$ cat config.mk
export PLATFORM = sky130hd
export DESIGN_NAME = conv3x3_zero_pad_unit_flat
export DESIGN_NICKNAME = d
export VERILOG_FILES = /design/src/hw/rtl/c3zp_pkg.sv /design/src/hw/rtl/c3zp_pix_if.sv /design/src/hw/rtl/c3zp_res_if.sv /design/src/hw/rtl/c3zp_line_cell.sv /design/src/hw/rtl/c3zp_line_buf.sv /design/src/hw/rtl/c3zp_mac.sv /design/src/hw/rtl/conv3x3_zero_pad_unit.sv /design/src/flat_wrapper.sv
export SDC_FILE = /design/constraint.sdc
export NUM_CORES = 2
export LEC_CHECK = 0
export ABC_AREA = 1
export ABC_CLOCK_PERIOD_IN_PS = 38200
export BUFFER_PORTS_ARGS = -buffer_cell sky130_fd_sc_hd__buf_2
export CAP_MARGIN = 20
export CORE_MARGIN = 1.5
export CORE_UTILIZATION = 40
export CTS_BUF_LIST = sky130_fd_sc_hd__clkbuf_8
export DETAILED_ROUTE_END_ITERATION = 10
export PLACE_DENSITY = 0.62
export SLEW_MARGIN = 20
export SYNTH_ARGS = -nofsm -noshare
export SYNTH_HDL_FRONTEND = slang
export SYNTH_SLANG_ARGS = --single-unit
$ cat constraint.sdc
create_clock -name clk -period 38.2 [get_ports clk]
set_clock_uncertainty 0.05 [all_clocks]
set_input_delay 9.55 -clock clk [delete_from_list [all_inputs] [get_ports clk]]
set_output_delay 9.55 -clock clk [all_outputs]
set_load 0.05 [all_outputs]
$ cat src/hw/rtl/c3zp_pkg.sv
// ----------------------------------------------------------------------------
// c3zp_pkg: shared types and constants for the 3x3 zero-padded convolution
// Field widths, register codes, reset values and the control types that
// pass between the convolution modules.
// ----------------------------------------------------------------------------
package c3zp_pkg;

  // Fixed field widths
  localparam int PIX_W     = 8;   // signed pixel / result
  localparam int SIZE_W    = 6;   // image_size register
  localparam int KERNEL_W  = 48;  // one kernel row register
  localparam int CFG_IDX_W = 2;

  // Defaults for the top-level parameters
  localparam int MAX_DIM_DEF     = 32;
  localparam int WEIGHT_BITS_DEF = 16;

  // Register reset values
  localparam logic [SIZE_W-1:0]   IMAGE_SIZE_RST = SIZE_W'(8);
  localparam logic [KERNEL_W-1:0] KERNEL_RST     = 48'h071C_071C_071C;
  localparam int                  MIN_DIM        = 2;

  // Saturation bounds of the result
  localparam int PIX_MAX = 127;
  localparam int PIX_MIN = -128;

  typedef enum logic [CFG_IDX_W-1:0] {
    CFG_IMAGE_SIZE    = 2'd0,
    CFG_KERNEL_TOP    = 2'd1,
    CFG_KERNEL_MID    = 2'd2,
    CFG_KERNEL_BOTTOM = 2'd3
  } cfg_index_t;

  typedef enum logic {
    ST_RUN,
    ST_FLUSH
  } state_t;

  // Border masks of the window center, plus the end-of-frame mark
  typedef struct packed {
    logic top;
    logic bottom;
    logic left;
    logic right;
    logic last;
  } win_flags_t;

endpackage

$ cat src/hw/rtl/c3zp_pix_if.sv
// ----------------------------------------------------------------------------
// c3zp_pix_if: input pixel channel
// Valid/ready channel carrying one signed pixel per request.
// ----------------------------------------------------------------------------
interface c3zp_pix_if;
  logic                                valid;
  logic                                ready;
  logic signed [c3zp_pkg::PIX_W-1:0]   pixel;

  modport source (output valid, output pixel, input ready);
  modport sink   (input valid, input pixel, output ready);
endinterface

$ cat src/hw/rtl/c3zp_res_if.sv
// ----------------------------------------------------------------------------
// c3zp_res_if: result channel
// Valid/ready channel carrying one convolution result per request.
// ----------------------------------------------------------------------------
interface c3zp_res_if;
  logic                                valid;
  logic                                ready;
  logic signed [c3zp_pkg::PIX_W-1:0]   conv_out;
  logic                                frame_last;

  modport source (output valid, output conv_out, output frame_last, input ready);
  modport sink   (input valid, input conv_out, input frame_last, output ready);
endinterface

$ cat src/hw/rtl/c3zp_line_cell.sv
// ----------------------------------------------------------------------------
// c3zp_line_cell: one pixel cell of a line delay chain
// Takes its neighbor's pixel on each push, or the chain input when it is
// the entry cell for the current image width.
// ----------------------------------------------------------------------------
module c3zp_line_cell (
  input  logic                              clk,
  input  logic                              push,
  input  logic                              inject,
  input  logic [c3zp_pkg::PIX_W-1:0]        inject_pix,
  input  logic [c3zp_pkg::PIX_W-1:0]        prev_pix,
  output logic [c3zp_pkg::PIX_W-1:0]        pix
);

  always_ff @(posedge clk) begin
    if (push) begin
      pix <= inject ? inject_pix : prev_pix;
    end
  end

endmodule

$ cat src/hw/rtl/c3zp_line_buf.sv
// ----------------------------------------------------------------------------
// c3zp_line_buf: variable-length line delay
// A chain of MAX_DIM cells; data enters at cell MAX_DIM-n so the last cell
// holds the pixel pushed n-1 pushes ago.
// ----------------------------------------------------------------------------
module c3zp_line_buf #(
  parameter int MAX_DIM = c3zp_pkg::MAX_DIM_DEF,
  parameter int NW      = $clog2(MAX_DIM + 1)
) (
  input  logic                              clk,
  input  logic                              push,
  input  logic [NW-1:0]                     n_eff,
  input  logic [c3zp_pkg::PIX_W-1:0]        din,
  output logic [c3zp_pkg::PIX_W-1:0]        dout
);

  logic [c3zp_pkg::PIX_W-1:0] cell_pix [MAX_DIM];

  for (genvar i = 0; i < MAX_DIM; i++) begin : g_cell
    localparam logic [NW-1:0] ENTRY_N = NW'(MAX_DIM - i);
    logic [c3zp_pkg::PIX_W-1:0] prev;

    if (i == 0) begin : g_head
      assign prev = din;
    end else begin : g_body
      assign prev = cell_pix[i-1];
    end

    c3zp_line_cell u_cell (
      .clk        (clk),
      .push       (push),
      .inject     (n_eff == ENTRY_N),
      .inject_pix (din),
      .prev_pix   (prev),
      .pix        (cell_pix[i])
    );
  end

  assign dout = cell_pix[MAX_DIM-1];

endmodule

$ cat src/hw/rtl/c3zp_mac.sv
// ----------------------------------------------------------------------------
// c3zp_mac: masked 3x3 multiply-accumulate with rounding and saturation
// Products, row sums, total, then round-half-away and clamp into the
// output register. All stages advance together on en.
// ----------------------------------------------------------------------------
module c3zp_mac #(
  parameter int WEIGHT_BITS = c3zp_pkg::WEIGHT_BITS_DEF
) (
  input  logic                                   clk,
  input  logic                                   rst,
  input  logic                                   en,
  input  logic                                   win_valid,
  input  c3zp_pkg::win_flags_t                   win_flags,
  input  logic signed [c3zp_pkg::PIX_W-1:0]      win [9],
  input  logic [c3zp_pkg::KERNEL_W-1:0]          kernel_top,
  input  logic [c3zp_pkg::KERNEL_W-1:0]          kernel_mid,
  input  logic [c3zp_pkg::KERNEL_W-1:0]          kernel_bottom,
  output logic                                   out_valid,
  output logic signed [c3zp_pkg::PIX_W-1:0]      conv_out,
  output logic                                   frame_last
);

  localparam int PW    = WEIGHT_BITS + c3zp_pkg::PIX_W;
  localparam int RW    = PW + 2;
  localparam int ACC_W = PW + 4;
  localparam int SHIFT = WEIGHT_BITS - 2;
  localparam logic signed [ACC_W-1:0] RND_HALF = ACC_W'(1) << (WEIGHT_BITS - 3);

  logic [c3zp_pkg::KERNEL_W-1:0]     krow [3];
  logic signed [WEIGHT_BITS-1:0]     wt   [9];
  logic signed [c3zp_pkg::PIX_W-1:0] pm   [9];
  logic signed [PW-1:0]              prod_next [9];
  logic signed [PW-1:0]              prod [9];
  logic signed [RW-1:0]              rsum [3];
  logic signed [ACC_W-1:0]           acc;
  logic signed [ACC_W-1:0]           rnd;
  logic signed [ACC_W-1:0]           q;
  logic signed [c3zp_pkg::PIX_W-1:0] sat;
  logic                              v2, v3, v4;
  logic                              last2, last3, last4;

  assign krow[0] = kernel_top;
  assign krow[1] = kernel_mid;
  assign krow[2] = kernel_bottom;

  // Weights and zero-padding masks; left weight sits in the high slot
  always_comb begin
    for (int p = 0; p < 3; p++) begin
      for (int k = 0; k < 3; k++) begin
        wt[p*3+k] = krow[p][(2-k)*WEIGHT_BITS +: WEIGHT_BITS];
        if ((p == 0 && win_flags.top) || (p == 2 && win_flags.bottom) ||
            (k == 0 && win_flags.left) || (k == 2 && win_flags.right)) begin
          pm[p*3+k] = '0;
        end else begin
          pm[p*3+k] = win[p*3+k];
        end
        prod_next[p*3+k] = wt[p*3+k] * pm[p*3+k];
      end
    end
  end

  always_ff @(posedge clk) begin
    if (en) begin
      prod  <= prod_next;
      last2 <= win_flags.last;
      for (int p = 0; p < 3; p++) begin
        rsum[p] <= RW'(prod[p*3]) + RW'(prod[p*3+1]) + RW'(prod[p*3+2]);
      end
      last3 <= last2;
      acc   <= ACC_W'(rsum[0]) + ACC_W'(rsum[1]) + ACC_W'(rsum[2]);
      last4 <= last3;
      conv_out   <= sat;
      frame_last <= last4;
    end
  end

  // Half away from zero: negative sums lose one before the floor shift
  always_comb begin
    rnd = acc + RND_HALF - {{(ACC_W-1){1'b0}}, acc[ACC_W-1]};
    q   = rnd >>> SHIFT;
    if (q > c3zp_pkg::PIX_MAX) begin
      sat = c3zp_pkg::PIX_W'(c3zp_pkg::PIX_MAX);
    end else if (q < c3zp_pkg::PIX_MIN) begin
      sat = c3zp_pkg::PIX_W'(c3zp_pkg::PIX_MIN);
    end else begin
      sat = q[c3zp_pkg::PIX_W-1:0];
    end
  end

  always_ff @(posedge clk) begin
    if (rst) begin
      v2        <= 1'b0;
      v3        <= 1'b0;
      v4        <= 1'b0;
      out_valid <= 1'b0;
    end else if (en) begin
      v2        <= win_valid;
      v3        <= v2;
      v4        <= v3;
      out_valid <= v4;
    end
  end

endmodule

$ cat src/hw/rtl/conv3x3_zero_pad_unit.sv
// ----------------------------------------------------------------------------
// conv3x3_zero_pad_unit: streaming 3x3 "same" convolution, zero padded
// Raster-order signed pixels in, rounded and saturated Q2.14-weighted
// 3x3 sums out, same image size, last result of a frame marked.
// ----------------------------------------------------------------------------
//
//   port      dir  payload                      request moves
//   --------  ---  ---------------------------  --------------------------
//   pixels    in   pixel (s8)                   one raster-order pixel
//   results   out  conv_out (s8), frame_last    one output pixel
//   cfg_*     in   cfg_index, cfg_data (48b)    one register write
//
// Cycles: one pixel per cycle while results drain; results appear n+1
//   pixels after their center pixel, passing the products, row sums,
//   total and output registers after the push that forms the window.
// After the last pixel of a frame the input stalls for n+1 pushes, held
//   longer by output stalls, while zeros are pushed through the line delays.
// Stalls: the whole pipe advances only when the output register is empty
//   or being taken; a waiting result with results.ready low freezes it and
//   pixels.ready drops.
// Reset: synchronous; clears control state and loads register defaults.
//   Line delay contents are never cleared: border masks hide stale data.
//
module conv3x3_zero_pad_unit #(
  parameter int MAX_DIM     = c3zp_pkg::MAX_DIM_DEF,
  parameter int WEIGHT_BITS = c3zp_pkg::WEIGHT_BITS_DEF
) (
  input  logic                                clk,
  input  logic                                rst,
  c3zp_pix_if.sink                            pixels,
  c3zp_res_if.source                          results,
  input  logic                                cfg_we,
  input  logic [c3zp_pkg::CFG_IDX_W-1:0]      cfg_index,
  input  logic [c3zp_pkg::KERNEL_W-1:0]       cfg_data
);

  localparam int NW = $clog2(MAX_DIM + 1);   // holds the image size n
  localparam int CW = $clog2(MAX_DIM);       // holds a row/column index

  // Config registers
  logic [c3zp_pkg::SIZE_W-1:0]   image_size;
  logic [c3zp_pkg::KERNEL_W-1:0] kernel_top;
  logic [c3zp_pkg::KERNEL_W-1:0] kernel_mid;
  logic [c3zp_pkg::KERNEL_W-1:0] kernel_bottom;
  logic                          size_write;

  // Effective size, clamped to [2, MAX_DIM]
  logic [c3zp_pkg::SIZE_W-1:0]   size_clamped;
  logic [NW-1:0]                 n_eff;
  logic [NW-1:0]                 n_last;

  // Position of the next input pixel and of the next window center
  logic [CW-1:0]                 row_cnt, col_cnt;
  logic [CW-1:0]                 ctr_row, ctr_col;
  logic                          in_col_last, in_last;
  logic                          ctr_row_last, ctr_col_last, ctr_last;

  c3zp_pkg::state_t              state, state_next;

  // Handshake and push control
  logic                          en;
  logic                          accept;
  logic                          flush_push;
  logic                          push;
  logic                          emit;
  logic [c3zp_pkg::PIX_W-1:0]    push_pix;

  // Line delays and the 3x3 window; index 0 is the newest (right) column
  logic [c3zp_pkg::PIX_W-1:0]         line1_out, line2_out;
  logic signed [c3zp_pkg::PIX_W-1:0]  win_t [3];
  logic signed [c3zp_pkg::PIX_W-1:0]  win_m [3];
  logic signed [c3zp_pkg::PIX_W-1:0]  win_b [3];
  logic signed [c3zp_pkg::PIX_W-1:0]  win   [9];
  logic                               win_valid;
  c3zp_pkg::win_flags_t               win_flags;
  logic                               mac_valid;

  // --------------------------------------------------------------------------
  // Configuration
  // --------------------------------------------------------------------------
  assign size_write = cfg_we &&
                      (c3zp_pkg::cfg_index_t'(cfg_index) == c3zp_pkg::CFG_IMAGE_SIZE);

  always_ff @(posedge clk) begin
    if (rst) begin
      image_size    <= c3zp_pkg::IMAGE_SIZE_RST;
      kernel_top    <= c3zp_pkg::KERNEL_RST;
      kernel_mid    <= c3zp_pkg::KERNEL_RST;
      kernel_bottom <= c3zp_pkg::KERNEL_RST;
    end else if (cfg_we) begin
      case (c3zp_pkg::cfg_index_t'(cfg_index))
        c3zp_pkg::CFG_IMAGE_SIZE:    image_size    <= cfg_data[c3zp_pkg::SIZE_W-1:0];
        c3zp_pkg::CFG_KERNEL_TOP:    kernel_top    <= cfg_data;
        c3zp_pkg::CFG_KERNEL_MID:    kernel_mid    <= cfg_data;
        c3zp_pkg::CFG_KERNEL_BOTTOM: kernel_bottom <= cfg_data;
        default: ;
      endcase
    end
  end

  always_comb begin
    if (image_size < c3zp_pkg::SIZE_W'(c3zp_pkg::MIN_DIM)) begin
      size_clamped = c3zp_pkg::SIZE_W'(c3zp_pkg::MIN_DIM);
    end else if (image_size > c3zp_pkg::SIZE_W'(MAX_DIM)) begin
      size_clamped = c3zp_pkg::SIZE_W'(MAX_DIM);
    end else begin
      size_clamped = image_size;
    end
  end

  assign n_eff  = NW'(size_clamped);
  assign n_last = n_eff - NW'(1);

  // --------------------------------------------------------------------------
  // Position tracking
  // --------------------------------------------------------------------------
  assign in_col_last  = (NW'(col_cnt) == n_last);
  assign in_last      = in_col_last && (NW'(row_cnt) == n_last);
  assign ctr_col_last = (NW'(ctr_col) == n_last);
  assign ctr_row_last = (NW'(ctr_row) == n_last);
  assign ctr_last     = ctr_col_last && ctr_row_last;

  // --------------------------------------------------------------------------
  // Flush state machine
  // --------------------------------------------------------------------------
  always_comb begin
    state_next = state;
    case (state)
      c3zp_pkg::ST_RUN: begin
        if (accept && in_last) state_next = c3zp_pkg::ST_FLUSH;
      end
      c3zp_pkg::ST_FLUSH: begin
        if (flush_push && ctr_last) state_next = c3zp_pkg::ST_RUN;
      end
      default: state_next = c3zp_pkg::ST_RUN;
    endcase
  end

  always_comb begin
    pixels.ready = 1'b0;
    flush_push   = 1'b0;
    case (state)
      c3zp_pkg::ST_RUN:   pixels.ready = en;
      c3zp_pkg::ST_FLUSH: flush_push   = en;
      default: ;
    endcase
  end

  always_ff @(posedge clk) begin
    if (rst || size_write) begin
      state <= c3zp_pkg::ST_RUN;
    end else begin
      state <= state_next;
    end
  end

  // Pipe advances when the output register is free or being taken
  assign en     = !mac_valid || results.ready;
  assign accept = pixels.valid && pixels.ready;
  assign push   = accept || flush_push;

  // Flush pushes zeros; they fall under the bottom or right mask anyway
  assign push_pix = accept ? pixels.pixel : '0;

  // A result is due once n+1 pixels of the frame are in, and on every flush
  assign emit = flush_push ||
                (accept && ((row_cnt >= CW'(2)) ||
                            ((row_cnt == CW'(1)) && (col_cnt != '0))));

  always_ff @(posedge clk) begin
    if (rst || size_write) begin
      row_cnt <= '0;
      col_cnt <= '0;
      ctr_row <= '0;
      ctr_col <= '0;
    end else begin
      if (accept) begin
        if (in_last) begin
          row_cnt <= '0;
          col_cnt <= '0;
        end else if (in_col_last) begin
          row_cnt <= row_cnt + CW'(1);
          col_cnt <= '0;
        end else begin
          col_cnt <= col_cnt + CW'(1);
        end
      end
      if (emit) begin
        if (ctr_last) begin
          ctr_row <= '0;
          ctr_col <= '0;
        end else if (ctr_col_last) begin
          ctr_row <= ctr_row + CW'(1);
          ctr_col <= '0;
        end else begin
          ctr_col <= ctr_col + CW'(1);
        end
      end
    end
  end

  // --------------------------------------------------------------------------
  // Line delays: line1 out is n-1 pushes old, line2 out 2n-1
  // --------------------------------------------------------------------------
  c3zp_line_buf #(
    .MAX_DIM (MAX_DIM),
    .NW      (NW)
  ) u_line1 (
    .clk   (clk),
    .push  (push),
    .n_eff (n_eff),
    .din   (push_pix),
    .dout  (line1_out)
  );

  c3zp_line_buf #(
    .MAX_DIM (MAX_DIM),
    .NW      (NW)
  ) u_line2 (
    .clk   (clk),
    .push  (push),
    .n_eff (n_eff),
    .din   (line1_out),
    .dout  (line2_out)
  );

  // --------------------------------------------------------------------------
  // Window: bottom row newest; center is win_m[1], n+1 pushes old
  // --------------------------------------------------------------------------
  always_ff @(posedge clk) begin
    if (push) begin
      win_b[0] <= push_pix;
      win_m[0] <= line1_out;
      win_t[0] <= line2_out;
      for (int i = 1; i < 3; i++) begin
        win_b[i] <= win_b[i-1];
        win_m[i] <= win_m[i-1];
        win_t[i] <= win_t[i-1];
      end
    end
    if (push && emit) begin
      win_flags.top    <= (ctr_row == '0);
      win_flags.bottom <= ctr_row_last;
      win_flags.left   <= (ctr_col == '0);
      win_flags.right  <= ctr_col_last;
      win_flags.last   <= ctr_last;
    end
  end

  always_ff @(posedge clk) begin
    if (rst) begin
      win_valid <= 1'b0;
    end else if (en) begin
      win_valid <= push && emit;
    end
  end

  // Row-major, left column first, to match the kernel layout
  always_comb begin
    for (int k = 0; k < 3; k++) begin
      win[k]     = win_t[2-k];
      win[3 + k] = win_m[2-k];
      win[6 + k] = win_b[2-k];
    end
  end

  // --------------------------------------------------------------------------
  // Multiply-accumulate, round, saturate, output register
  // --------------------------------------------------------------------------
  c3zp_mac #(
    .WEIGHT_BITS (WEIGHT_BITS)
  ) u_mac (
    .clk           (clk),
    .rst           (rst),
    .en            (en),
    .win_valid     (win_valid),
    .win_flags     (win_flags),
    .win           (win),
    .kernel_top    (kernel_top),
    .kernel_mid    (kernel_mid),
    .kernel_bottom (kernel_bottom),
    .out_valid     (mac_valid),
    .conv_out      (results.conv_out),
    .frame_last    (results.frame_last)
  );

  assign results.valid = mac_valid;

endmodule
$ cat src/flat_wrapper.sv
// flat-port wrapper written by rule: the top's interface ports become plain ports
module conv3x3_zero_pad_unit_flat 
#(
  parameter int MAX_DIM     = c3zp_pkg::MAX_DIM_DEF,
  parameter int WEIGHT_BITS = c3zp_pkg::WEIGHT_BITS_DEF
)
  (clk, rst, cfg_we, cfg_index, cfg_data, pixels_valid, pixels_pixel, pixels_ready, results_valid, results_conv_out, results_frame_last, results_ready);
  c3zp_pix_if pixels_i ();
  c3zp_res_if results_i ();
  input  logic clk;
  input  logic rst;
  input  logic cfg_we;
  input  logic [c3zp_pkg::CFG_IDX_W-1:0] cfg_index;
  input  logic [c3zp_pkg::KERNEL_W-1:0] cfg_data;
  input wire logic [$bits(pixels_i.valid)-1:0] pixels_valid;
  input wire logic [$bits(pixels_i.pixel)-1:0] pixels_pixel;
  output wire logic [$bits(pixels_i.ready)-1:0] pixels_ready;
  output wire logic [$bits(results_i.valid)-1:0] results_valid;
  output wire logic [$bits(results_i.conv_out)-1:0] results_conv_out;
  output wire logic [$bits(results_i.frame_last)-1:0] results_frame_last;
  input wire logic [$bits(results_i.ready)-1:0] results_ready;
  assign pixels_i.valid = pixels_valid;
  assign pixels_i.pixel = pixels_pixel;
  assign pixels_ready = pixels_i.ready;
  assign results_valid = results_i.valid;
  assign results_conv_out = results_i.conv_out;
  assign results_frame_last = results_i.frame_last;
  assign results_i.ready = results_ready;
  conv3x3_zero_pad_unit #(.MAX_DIM(MAX_DIM), .WEIGHT_BITS(WEIGHT_BITS)) u_core (.clk(clk), .rst(rst), .pixels(pixels_i), .results(results_i), .cfg_we(cfg_we), .cfg_index(cfg_index), .cfg_data(cfg_data));
endmodule
==> impl_metrics.csv <==
group,metric,value,unit
status,outcome,"finished, final reports clean",
pwr,cellLeakagePower,45.3,nW
cts,cts_buffer_depth,3,
min_path,worst_hold_startpoint,"u_core.win_flags[0]",
synth,syn_area,88000,sq um
cts,clkTransAtPathRegs,0.06,ns
route,drt_iter0_markers,4790,
finish,fin_nets,11100,
critical_path,r2r-end,"u_core.u_mac.prod[71]",
run,max-cap-violations,0,
critical_path,cp.required,28.60,ns
synth,synth_cell_type_count,51,
finish,post_layout_nonfiller_instances,12500,
min_path,hp-class,"register to register",
synth,avgSynthCellArea,9.35,sq um
route,ant_nets,0,
sta,worst_pin_slew,1.13,ns
synth,synth_seq_area_share,0.350,
critical_path,rr_worst_depth,17,
critical_path,path_common_cell,"buf_2",
sta,fin_crit_sh,0.522,
cts,cts_sinks,1083,
floorplanning,dieHeight,472,microns
synth,async_flop_share,0,
route,avgViaCountPerCell,5.10,
finish,area_growth,8.41,%
min_path,worstHoldPathCells,0,
global_route,grt_max_degree,145,
global_route,grt_use_total,0.218,
synth,synth_area_leaders,"edfxtp_1 (31%), fa_1 (23%), ha_1 (7.7%)",
pwr,p_per_area,54.3,nW/um^2
cts,root_buffer,"clkbuf_8",
sta,slew_headroom,0.242,
sta,setup_viol_count_final,0,
critical_path,endpoint_kind,"primary output",
synth,synth_edf_count,907,
critical_path,critPathLaunchType,"input port",
finish,postLayoutCellArea,95400,sq um
global_route,grt_pass1_wl,378,mm
pwr,ir_worst_vdd,52.4,uV
synth,synth_fp_nets,11000,
sta,fmax,0.0501,GHz
cts,ctsHtreeMaxLevel,4,
cts,cts_tree,"built",
cts,clk_latency,0.98,ns
floorplanning,fp.dieW,472,microns
cts,cts_resized,0,
sta,hold_viol,0,
synth,ys_warn_count,0,
sta,tns,0,ns
cts,numCtsBuffers,190,
route,wirelength,240,mm
placement,dp.cells,12100,
placement,io_buffer_count,73,
min_path,hold-path-endpoint,"u_core.u_mac.last2",
global_route,antenna_found_initial,20,
critical_path,cp_max_fo,7,
synth,syn_inst,9407,
floorplanning,dieArea,223000,sq um
floorplanning,initial_utilization,0.404,
critical_path,slowest_delay,0.36,ns
critical_path,path_cells,"buf_2 -> nor2_2 -> nor2_1 -> buf_2",
floorplanning,fp-row-count,171,
synth,synth-main-ff-cell,"edfxtp_1",
floorplanning,io_pins,74,
route,wl_per_cell,19.2,microns
cts,cts_hold_buf,0,
placement,dpl.hpwl,189,mm
route,drc_errors,0,
pwr,power,5.18,mW
critical_path,crit_buf_inv,2,
route,vias,63700,
synth,synth_top_area_share,0.310,
placement,place_area,91200,sq um
critical_path,r2r-start,"u_core.win_flags[2]",
global_route,grt_pass1_vias,66000,
placement,gp_congestion,0.933,
synth,synth_top_cell_by_area,"edfxtp_1",
cts,postCtsSetupRepairBufs,0,
critical_path,cpMaxStageDelayCell,"nor2_2",
finish,drive_gt1_frac,0.0454,
sta,maxSlewViolCount,0,
floorplanning,coreArea,218000,sq um
critical_path,rrSetupSlack,31.30,ns
critical_path,crit_type,"input port to primary output",
sta,rsz0062_at_grt,"no",
finish,final_util,0.438,
sta,min_period,19.95,ns
route,drt_pass1_iterations,6,
global_route,grt.overflow.total,0,
critical_path,worst_ep_arrival_time,10.35,ns
critical_path,crit_family,"simple AND/OR/NAND/NOR gates",
synth,ys_seq_elements,1083,
[logic make-up after synthesis]
family,after synthesis,synth area share
AOI/OAI and AO/OA,1368,0.0827
xor gates and xnor gates,328,0.0327
adders and majority gates,1572,0.311
buffers and inverters,2097,0.0897
DFF,1083,0.350
muxes,1,0.000114
and+or+nand+nor,2958,0.134
[worst max-delay path by stage]
stage | from | end | slack (ns) | cells after the start
after floorplan | results_ready | u_core.u_line1.g_cell[0].u_cell.pix[0] | 7.72 | 4
after global placement | results_ready | pixels_ready | 18.22 | 4
after detailed placement | results_ready | pixels_ready | 18.22 | 4
after CTS | results_ready | pixels_ready | 18.23 | 4
after global routing | results_ready | pixels_ready | 18.17 | 4
final | results_ready | pixels_ready | 18.25 | 4
[metrics by stage]
| stage | hold WS [ns] | worst slack [ns] |
|---|---|---|
| floorplan | 0.350 | 7.72 |
| global placement | 0.354 | 18.22 |
| detailed placement | 0.355 | 18.22 |
| CTS | 0.367 | 18.23 |
| global route | 0.373 | 18.17 |
| finish | 0.368 | 18.25 |
[report_power, final]
group	internal [mW]	leakage (nW)	switching (mW)
Clock	0.601	2.24	0.548
Combinational	0.776	32.3	1.57
Sequential	1.57	10.8	0.117
Total	2.95	45.3	2.23
[sequential cells by signal (all words and copies together) (netlist names), 6 cells and up]
name and cells:
u_core.kernel_top 48, u_core.u_line2.g_cell.u_cell.pix 255, u_core.u_line1.g_cell.u_cell.pix 255, u_core.win_m 17, u_core.u_mac.acc 28, u_core.win_t 24
u_core.kernel_bottom 48, u_core.kernel_mid 48, u_core.win_b 17, u_core.u_mac.rsum 78, u_core.u_mac.prod 216, u_core.u_mac.conv_out 8
u_core.image_size 6
[area by class of cell]
| cell class | count | area, sq um |
|---|---|---|
| multi-input cells | 6227 | 49400 |
| well taps | 2854 | 3570 |
| inverters | 1821 | 6850 |
| clock inverters | 159 | 1320 |
| flip-flops and latches | 1083 | 30800 |
| repair buffers | 109 | 647 |
| diodes | 37 | 92.6 |
| clock buffers | 199 | 2740 |
| fillers | 21100 | 122000 |
[per-layer routing]
metal / track usage / share of wire
met2: 0.361 / 0.47
met3: 0.0320 / 0.053
met1: 0.282 / 0.43
met4: 0.102 / 0.048
met5: 0 / 0
[synthesized netlist by cell type (all sizes together), types with 142 or more instances]
cell,instances
o21ai,740
ha,543
a21oi,461
nor2,1176
xnor2,142
inv,1807
xor2,186
dfxtp,176
fa,1029
edfxtp,907
nand2,1474
nand3,187
clkbuf,256
[cells in the final DEF (no fill, tap or decap), types with 73 or more instances in the layout]
master | synthesis | layout
a21oi_1 | 460 | 460
xor2_1 | 186 | 186
ha_1 | 543 | 543
nor2_1 | 1169 | 1163
nand3_1 | 183 | 177
nand2_1 | 1457 | 1452
buf_2 | 18 | 73
o21ai_0 | 735 | 735
clkbuf_8 | 0 | 199
fa_1 | 1029 | 1029
inv_1 | 1803 | 1853
xnor2_1 | 142 | 142
edfxtp_1 | 907 | 907
dfxtp_1 | 176 | 176
No activity file was read; power rests on OpenSTA's default activity.
